===== src/simon64_pkg.sv =====
package simon64_pkg;

    localparam int WordW     = 32;
    localparam int MaxRounds = 44;
    localparam int Rounds96  = 42;
    localparam int Rounds128 = 44;
    localparam int AddrW     = $clog2(MaxRounds);
    localparam int CntW      = $clog2(MaxRounds + 1);
    localparam int KeyWords  = 4;
    localparam int KeyIdxW   = $clog2(KeyWords);
    localparam int SeqLen    = 62;
    localparam int SeqIdxW   = $clog2(SeqLen);

    localparam logic [WordW-1:0] KsConst = 32'hffff_fffc;

    // Element 0 of each sequence is the leftmost bit
    localparam logic [0:SeqLen-1] Z2 =
        62'b1010111101_1100000011_0100100110_0_0101000010_0011111100_1011011001_1;
    localparam logic [0:SeqLen-1] Z3 =
        62'b1101101110_1011000110_0101111000_0_0010010001_0100111001_1010000111_1;

    localparam int CfgIdxW = 3;
    localparam logic [CfgIdxW-1:0] CfgKeyWord0 = 3'd0;
    localparam logic [CfgIdxW-1:0] CfgKeyWord1 = 3'd1;
    localparam logic [CfgIdxW-1:0] CfgKeyWord2 = 3'd2;
    localparam logic [CfgIdxW-1:0] CfgKeyWord3 = 3'd3;
    localparam logic [CfgIdxW-1:0] CfgKeySize  = 3'd4;

    localparam logic FuncEncrypt = 1'b0;
    localparam logic FuncDecrypt = 1'b1;

    typedef struct packed {
        logic             func;
        logic [WordW-1:0] block_low;
        logic [WordW-1:0] block_high;
    } in_item_t;

    typedef struct packed {
        logic [WordW-1:0] result_low;
        logic [WordW-1:0] result_high;
    } out_item_t;

    typedef enum logic [1:0] {
        ST_IDLE,
        ST_EXPAND,
        ST_LOAD,
        ST_ROUND
    } state_t;

endpackage


===== src/simon64_ram.sv =====
module simon64_ram #(
    parameter int WIDTH = 32,
    parameter int DEPTH = 44
) (
    input  logic                     clk,
    input  logic                     we,
    input  logic [$clog2(DEPTH)-1:0] waddr,
    input  logic [WIDTH-1:0]         wdata,
    input  logic [$clog2(DEPTH)-1:0] raddr,
    output logic [WIDTH-1:0]         rdata
);

    logic [WIDTH-1:0] mem [DEPTH];
    logic [WIDTH-1:0] rdata_reg;

    always_ff @(posedge clk)
    begin
        if (we)
        begin
            mem[waddr] <= wdata;
        end
        rdata_reg <= mem[raddr];
    end

    assign rdata = rdata_reg;

endmodule


===== src/simon64_block_cipher_engine.sv =====
// Simon 64/96 and 64/128 block cipher, one round per clock.
// Configuration: write key words 0..3 and the key size (index 4, 0 = 96-bit,
// 1 = 128-bit) through cfg_we/cfg_index/cfg_data while busy is low. Any write
// to those registers marks the round keys stale.
// Input: an item is taken at a clock edge with start high and busy low; func
// selects encrypt (0) or decrypt (1), block_high/block_low hold words x/y.
// Key schedule: the first item after reset or a key write expands the round
// keys into the key RAM first, one key per cycle, then prefetches the first
// round key in the load state.
// Sequence: with keys in place, the transfer goes straight to the round state;
// done rises after the last of R rounds, R being 42 or 44, and the result is
// taken while done is high. Otherwise the expansion and the load state come first.
// Items: the engine works on one item at a time; busy drops in the cycle done is
// high, so the next start can be taken there. The round loop is limited by
// the single key RAM read port, one round key per cycle.
// Output: result is valid for exactly one cycle while done is high; the
// receiver cannot stall and must take it then.
// Reset: key words clear to zero, key size goes to 128-bit, round keys are
// stale, and no result is pending.
module simon64_block_cipher_engine (
    input  logic                              clk,
    input  logic                              rst_n,
    input  logic                              start,
    output logic                              busy,
    input  simon64_pkg::in_item_t             item,
    output logic                              done,
    output simon64_pkg::out_item_t            result,
    input  logic                              cfg_we,
    input  logic [simon64_pkg::CfgIdxW-1:0]   cfg_index,
    input  logic [simon64_pkg::WordW-1:0]     cfg_data
);

    import simon64_pkg::*;

    function automatic logic [WordW-1:0] rol(input logic [WordW-1:0] v, input int s);
        return (v << s) | (v >> (WordW - s));
    endfunction

    function automatic logic [WordW-1:0] ror(input logic [WordW-1:0] v, input int s);
        return (v >> s) | (v << (WordW - s));
    endfunction

    function automatic logic [WordW-1:0] round_f(input logic [WordW-1:0] v);
        return (rol(v, 1) & rol(v, 8)) ^ rol(v, 2);
    endfunction

    state_t            state_reg, state_next;
    logic [AddrW-1:0]  idx_reg, idx_next;
    logic [CntW-1:0]   total_reg, total_next;
    logic              long_key_reg, long_key_next;
    logic              dec_reg, dec_next;
    logic [WordW-1:0]  p_reg, p_next;
    logic [WordW-1:0]  q_reg, q_next;
    logic [WordW-1:0]  win_reg [KeyWords];
    logic [WordW-1:0]  win_next [KeyWords];
    logic [WordW-1:0]  key_reg [KeyWords];
    logic              key_size_reg;
    logic              keys_ready_reg;
    logic              done_reg, done_next;
    out_item_t         result_reg, result_next;

    logic              ram_we;
    logic [AddrW-1:0]  ram_raddr;
    logic [WordW-1:0]  ram_wdata;
    logic [WordW-1:0]  ram_rdata;

    logic [CntW-1:0]    rounds_now;
    logic               last_idx;
    logic               cfg_hit;
    logic [AddrW-1:0]   key_count;
    logic [SeqIdxW-1:0] seq_idx;
    logic               seq_bit;
    logic [WordW-1:0]   tmp_a;
    logic [WordW-1:0]   tmp_b;
    logic [WordW-1:0]   new_key;
    logic [WordW-1:0]   round_out;

    simon64_ram #(
        .WIDTH (WordW),
        .DEPTH (MaxRounds)
    ) u_key_ram (
        .clk   (clk),
        .we    (ram_we),
        .waddr (idx_reg),
        .wdata (ram_wdata),
        .raddr (ram_raddr),
        .rdata (ram_rdata)
    );

    assign rounds_now = key_size_reg ? CntW'(Rounds128) : CntW'(Rounds96);
    assign last_idx   = (idx_reg == AddrW'(total_reg - CntW'(1)));
    assign cfg_hit    = cfg_we && (cfg_index <= CfgKeySize);

    // Key schedule from the window of the last four keys, newest in slot 3
    assign key_count = long_key_reg ? AddrW'(4) : AddrW'(3);
    assign seq_idx   = (idx_reg >= key_count) ? SeqIdxW'(idx_reg - key_count) : '0;
    assign seq_bit   = long_key_reg ? Z3[seq_idx] : Z2[seq_idx];
    assign tmp_a     = ror(win_reg[3], 3) ^ (long_key_reg ? win_reg[1] : '0);
    assign tmp_b     = tmp_a ^ ror(tmp_a, 1);
    assign new_key   = KsConst ^ (long_key_reg ? win_reg[0] : win_reg[1]) ^ tmp_b
                       ^ {{(WordW-1){1'b0}}, seq_bit};
    assign ram_wdata = (idx_reg < key_count) ? key_reg[idx_reg[KeyIdxW-1:0]] : new_key;

    assign round_out = q_reg ^ round_f(p_reg) ^ ram_rdata;

    always_comb
    begin
        state_next    = state_reg;
        idx_next      = idx_reg;
        total_next    = total_reg;
        long_key_next = long_key_reg;
        dec_next      = dec_reg;
        p_next        = p_reg;
        q_next        = q_reg;
        win_next      = win_reg;
        done_next     = 1'b0;
        result_next   = result_reg;
        ram_we        = 1'b0;
        ram_raddr     = '0;

        case (state_reg)
            ST_IDLE:
            begin
                // Prefetch the first round key in case a transfer happens now
                if (item.func == FuncDecrypt)
                begin
                    ram_raddr = AddrW'(rounds_now - CntW'(1));
                end
                if (start)
                begin
                    long_key_next = key_size_reg;
                    total_next    = rounds_now;
                    dec_next      = item.func;
                    idx_next      = '0;
                    // Decrypt runs the forward round on swapped words
                    if (item.func == FuncDecrypt)
                    begin
                        p_next = item.block_low;
                        q_next = item.block_high;
                    end
                    else
                    begin
                        p_next = item.block_high;
                        q_next = item.block_low;
                    end
                    state_next = keys_ready_reg ? ST_ROUND : ST_EXPAND;
                end
            end
            ST_EXPAND:
            begin
                ram_we      = 1'b1;
                win_next[0] = win_reg[1];
                win_next[1] = win_reg[2];
                win_next[2] = win_reg[3];
                win_next[3] = ram_wdata;
                idx_next    = idx_reg + AddrW'(1);
                if (last_idx)
                begin
                    idx_next   = '0;
                    state_next = ST_LOAD;
                end
            end
            ST_LOAD:
            begin
                // Separate cycle so the read never meets the last key write
                if (dec_reg)
                begin
                    ram_raddr = AddrW'(total_reg - CntW'(1));
                end
                state_next = ST_ROUND;
            end
            ST_ROUND:
            begin
                p_next   = round_out;
                q_next   = p_reg;
                idx_next = idx_reg + AddrW'(1);
                if (!last_idx)
                begin
                    ram_raddr = dec_reg ? AddrW'(total_reg - CntW'(2)) - idx_reg
                                        : idx_reg + AddrW'(1);
                end
                else
                begin
                    done_next  = 1'b1;
                    state_next = ST_IDLE;
                    if (dec_reg)
                    begin
                        result_next.result_low  = round_out;
                        result_next.result_high = p_reg;
                    end
                    else
                    begin
                        result_next.result_low  = p_reg;
                        result_next.result_high = round_out;
                    end
                end
            end
            default:
            begin
                state_next = ST_IDLE;
            end
        endcase
    end

    always_ff @(posedge clk or negedge rst_n)
    begin
        if (!rst_n)
        begin
            state_reg      <= ST_IDLE;
            idx_reg        <= '0;
            done_reg       <= 1'b0;
            keys_ready_reg <= 1'b0;
            key_size_reg   <= 1'b1;
            for (int i = 0; i < KeyWords; i++)
            begin
                key_reg[i] <= '0;
            end
        end
        else
        begin
            state_reg <= state_next;
            idx_reg   <= idx_next;
            done_reg  <= done_next;
            if (state_reg == ST_EXPAND && last_idx)
            begin
                keys_ready_reg <= 1'b1;
            end
            if (cfg_hit)
            begin
                keys_ready_reg <= 1'b0;
            end
            if (cfg_we)
            begin
                case (cfg_index)
                    CfgKeyWord0: key_reg[0]   <= cfg_data;
                    CfgKeyWord1: key_reg[1]   <= cfg_data;
                    CfgKeyWord2: key_reg[2]   <= cfg_data;
                    CfgKeyWord3: key_reg[3]   <= cfg_data;
                    CfgKeySize:  key_size_reg <= cfg_data[0];
                    default:     ;
                endcase
            end
        end
    end

    always_ff @(posedge clk)
    begin
        total_reg    <= total_next;
        long_key_reg <= long_key_next;
        dec_reg      <= dec_next;
        p_reg        <= p_next;
        q_reg        <= q_next;
        win_reg      <= win_next;
        result_reg   <= result_next;
    end

    assign busy   = (state_reg != ST_IDLE);
    assign done   = done_reg;
    assign result = result_reg;

`ifndef SYNTHESIS
    a_done_after_round: assert property (@(posedge clk) disable iff (!rst_n)
        done |-> $past(state_reg == ST_ROUND))
        else $error("result strobe without a final round");

    a_done_idle: assert property (@(posedge clk) disable iff (!rst_n)
        done |-> !busy)
        else $error("engine busy while a result is shown");

    a_load_after_expand: assert property (@(posedge clk) disable iff (!rst_n)
        state_reg == ST_LOAD |-> $past(state_reg == ST_EXPAND))
        else $error("key prefetch without a preceding expansion");

    a_round_bound: assert property (@(posedge clk) disable iff (!rst_n)
        state_reg == ST_ROUND |-> CntW'(idx_reg) < total_reg)
        else $error("round index beyond round count");

    a_transfer_busy: assert property (@(posedge clk) disable iff (!rst_n)
        start && !busy |=> busy)
        else $error("transfer did not start the engine");
`endif

endmodule


===== config.mk =====
export PLATFORM = sky130hd
export DESIGN_NAME = simon64_block_cipher_engine
export DESIGN_NICKNAME = d
export VERILOG_FILES = /design/src/simon64_pkg.sv /design/src/simon64_ram.sv /design/src/simon64_block_cipher_engine.sv
export SDC_FILE = /design/constraint.sdc
export NUM_CORES = 2
export LEC_CHECK = 0
export BUFFER_PORTS_ARGS = -buffer_cell sky130_fd_sc_hd__buf_2
export CORE_AREA = 4 4 279 555
export DETAILED_ROUTE_END_ITERATION = 7
export DIE_AREA = 0 0 283 559
export PLACE_DENSITY = 0.66
export SETUP_SLACK_MARGIN = 0.4
export SKIP_LAST_GASP = 1
export SLEW_MARGIN = 20
export SYNTH_ARGS = -nofsm -noshare
export SYNTH_HDL_FRONTEND = slang
export SYNTH_SLANG_ARGS = --single-unit

===== constraint.sdc =====
create_clock -name clk -period 8.8 [get_ports clk]
set_clock_uncertainty 0.05 [all_clocks]
set_input_delay 0 -clock clk [delete_from_list [all_inputs] [get_ports clk]]
set_output_delay 0 -clock clk [all_outputs]
set_load 0.03 [all_outputs]

==> flow_summary.ini <==
[outcome]
outcome = completed

[detailed_routing]
avgViaCountPerCell = 6.10
wirelength_um = 216000
drt-pass1-iter-count = 8
drt_iter0_drc = 5544
wl_per_cell_um = 27.7
vias = 47523
drcViolationCount = 0
ant_nets = 0

[synth]
syn_area_per_cell_sq_um = 13.9
synthArstFlopShare = 0.0756
synth-seq-cells = 1838
synth_nets = 5519
yosys_warnings = 0
synthesis.instances = 5397
yosys.cell_types.count = 71
synth_edf_count = 1667
synth_flop_cell = edfxtp_1
synth_area_sq_um = 74800
ys_seq_area_frac = 0.724

[setup_path]
endpoint_kind = flip-flop
path_cells = buf_4 -> ha_1 -> inv_1 -> ha_1 -> inv_1 -> fa_1 -> a21oi_1 -> o21ai_0 -> o32ai_4 -> buf_4 -> and2_4 -> buf_4 -> nand3_1 -> nand4_1 -> a21oi_1 -> or3_1
required_ns = 9.43
worstSetupPathType = reg -> reg
start_kind = flip-flop
cp_data_arrival_time_ns = 6.38
slowest_stage = and2_4
timing.critical_path.mode_cell = buf_4
reg2reg_depth = 16
path_max_fanout = 62
max_stage_delay_ns = 0.97

[power_and_ir_drop]
cellPowerDensity_nw_per_um2 = 393
p_comb_frac = 0.391
seqPwrFrac = 0.399
clkPwrFrac = 0.209
ir_drop_mv = 0.479
p_sw_frac = 0.388
finalPower_mw = 33.7
p_leak_nw = 29.8
p_int_mw = 20.6
power_switching_mw = 13.1

[floorplan]
initial_utilization = 0.496
row_count = 202
die_w_um = 283
dieArea_sq_um = 158000
io_pins = 170
core_area_sq_um = 151000
die_y_um = 559

[finish]
drive_gt1_frac = 0.150
area.growth.synth_to_final_pct = 14.7
largest_register_ffs = 1408
layout.nets = 5840

[timing]
slew_headroom = 0.228
worstMarginPinSlew_ns = 1.16
layout_min_cycle_time_ns = 5.76
whs_ns = 0.0323
timing.final.hold_violations = 0
setup_violations = 0
clock.fmax_ghz = 0.174
timing.final.crit_share = 0.654
rsz0062_at_grt = no
setup-tns-final_ns = 0
finalMaxSlewViolations = 0

[placed_design]
place.gp.congestion = 0.887
place_hpwl_um = 118000
port_buffers = 169

[clocking]
cts_max_level = 4
cts_max_path_buffers = 3
hold_buffers = 189
numClockSinks = 1838
cts_resized = 0
cts_buffers = 159
clk_pin_slew_ns = 0.07
insertion_delay_ns = 0.79
tritoncts = done
post_cts_buffers = 0
cts_root_buf = clkbuf_16

[global_routing]
grt_pass1_vias = 46112
grt_max_degree = 168
gr-total-overflow = 0
track_usage = 0.266
antenna_found_initial = 7
grt_pass1_wl_um = 314000

[run]
cap_violations = 0

[hold_path]
hold_class = in -> reg
min_path_cells = 3
## power by group through the flow
stage	combinational, mW	sequential, mW	clock, mW
after floorplan	8.19	13.4	0
after global placement	12.6	13.6	0
after detailed placement	12.9	13.6	0
after CTS	13.1	13.5	7.14
after global routing	14.1	13.5	7.50
final	13.2	13.5	7.05
## layout make-up
cell class,count,area (sq um)
fill,11593,65100
sequential,1838,54200
multi-input combinational,3210,20000
clock buffer,196,4230
timing repair buffer,493,3930
tap,1938,2420
clock inverter,93,922
inverter,16,60.1
antenna,1,2.50
## worst max-delay path: cells and delay by family, from the launching register on
kind            cells  cell delay, ns
simple gates        4            1.61
flops               1            0.34
buf+inv             5            1.88
fa+ha+maj           3            1.02
compound gates      4            0.59
## Yosys cell counts, types with 95 or more instances
library cell  instances  area, sq um
nand4_1              96          601
clkbuf_1            231          867
a21oi_1              95          475
xnor2_1             198         1730
mux2_2              194         2180
edfxtp_1           1667        50100
mux2i_1             181         1810
a32oi_1              99          867
nand2_1            1362         5110
dfrtp_1             138         3450
o21ai_0             127          636
nand3_1             381         1910
## kinds of logic (layout without fill, tap and decap cells)
logic type | after synthesis | in the layout | share of synthesized area
muxes | 407 | 407 | 0.0630
and+or+nand+nor | 2020 | 2020 | 0.115
xor gates and xnor gates | 237 | 237 | 0.0277
adders and majority gates | 18 | 18 | 0.00321
AOI/OAI and AO/OA | 528 | 528 | 0.0476
DFF | 1838 | 1838 | 0.724
other | 0 | 1 | 0
buffers and inverters | 349 | 798 | 0.0189
## through the flow
| stage | worst slack (ns) | utilization | area [sq um] | instances |
|---|---|---|---|---|
| after floorplan | 1.73 | - | 74800 | 5397 |
| after global placement | 3.14 | 0.521 | 78600 | 7303 |
| after detailed placement | 3.11 | 0.521 | 78700 | 7304 |
| after CTS | 3.11 | 0.568 | 85700 | 7782 |
| after global routing | 2.81 | 0.569 | 85800 | 7784 |
| final | 3.04 | 0.569 | 85800 | 7785 |
## layer usage
layer,track usage,wire length (um)
met1,0.334,79300
met2,0.445,106000
met3,0.0529,18500
met4,0.131,12300
met5,0,27
## final timing paths
check,startpoint,to,slack [ns]
max,idx_reg[1],u_key_ram.rdata[14],3.04
min,cfg_data[29],key_reg[125],0.03
max reg2reg,idx_reg[1],u_key_ram.rdata[14],3.04
min reg2reg,win_reg[36],win_reg[68],0.37
max in group asynchronous,rst_n,key_reg[27],7.80
min in group asynchronous,rst_n,key_reg[82],0.35
## cells in the final DEF, fill, tap and decap left out, types with 32 or more instances in the layout
| cell | count |
|---|---|
| nand2_1 | 1361 |
| nor2_4 | 45 |
| a311oi_1 | 36 |
| mux2i_1 | 181 |
| mux4_2 | 32 |
| dfxtp_1 | 32 |
| dlygate4sd3_1 | 188 |
| a21oi_1 | 91 |
| and3_1 | 39 |
| edfxtp_1 | 1667 |
| xnor2_1 | 198 |
| a31oi_1 | 85 |
| xor2_1 | 39 |
| mux2_2 | 194 |
| nand4_1 | 96 |
| clkbuf_16 | 162 |
| o21ai_0 | 97 |
| buf_4 | 126 |
| a32oi_1 | 99 |
| buf_2 | 167 |
| nand3_1 | 381 |
| dfrtp_1 | 136 |
Note: power is estimated with default switching activity, not from simulation.
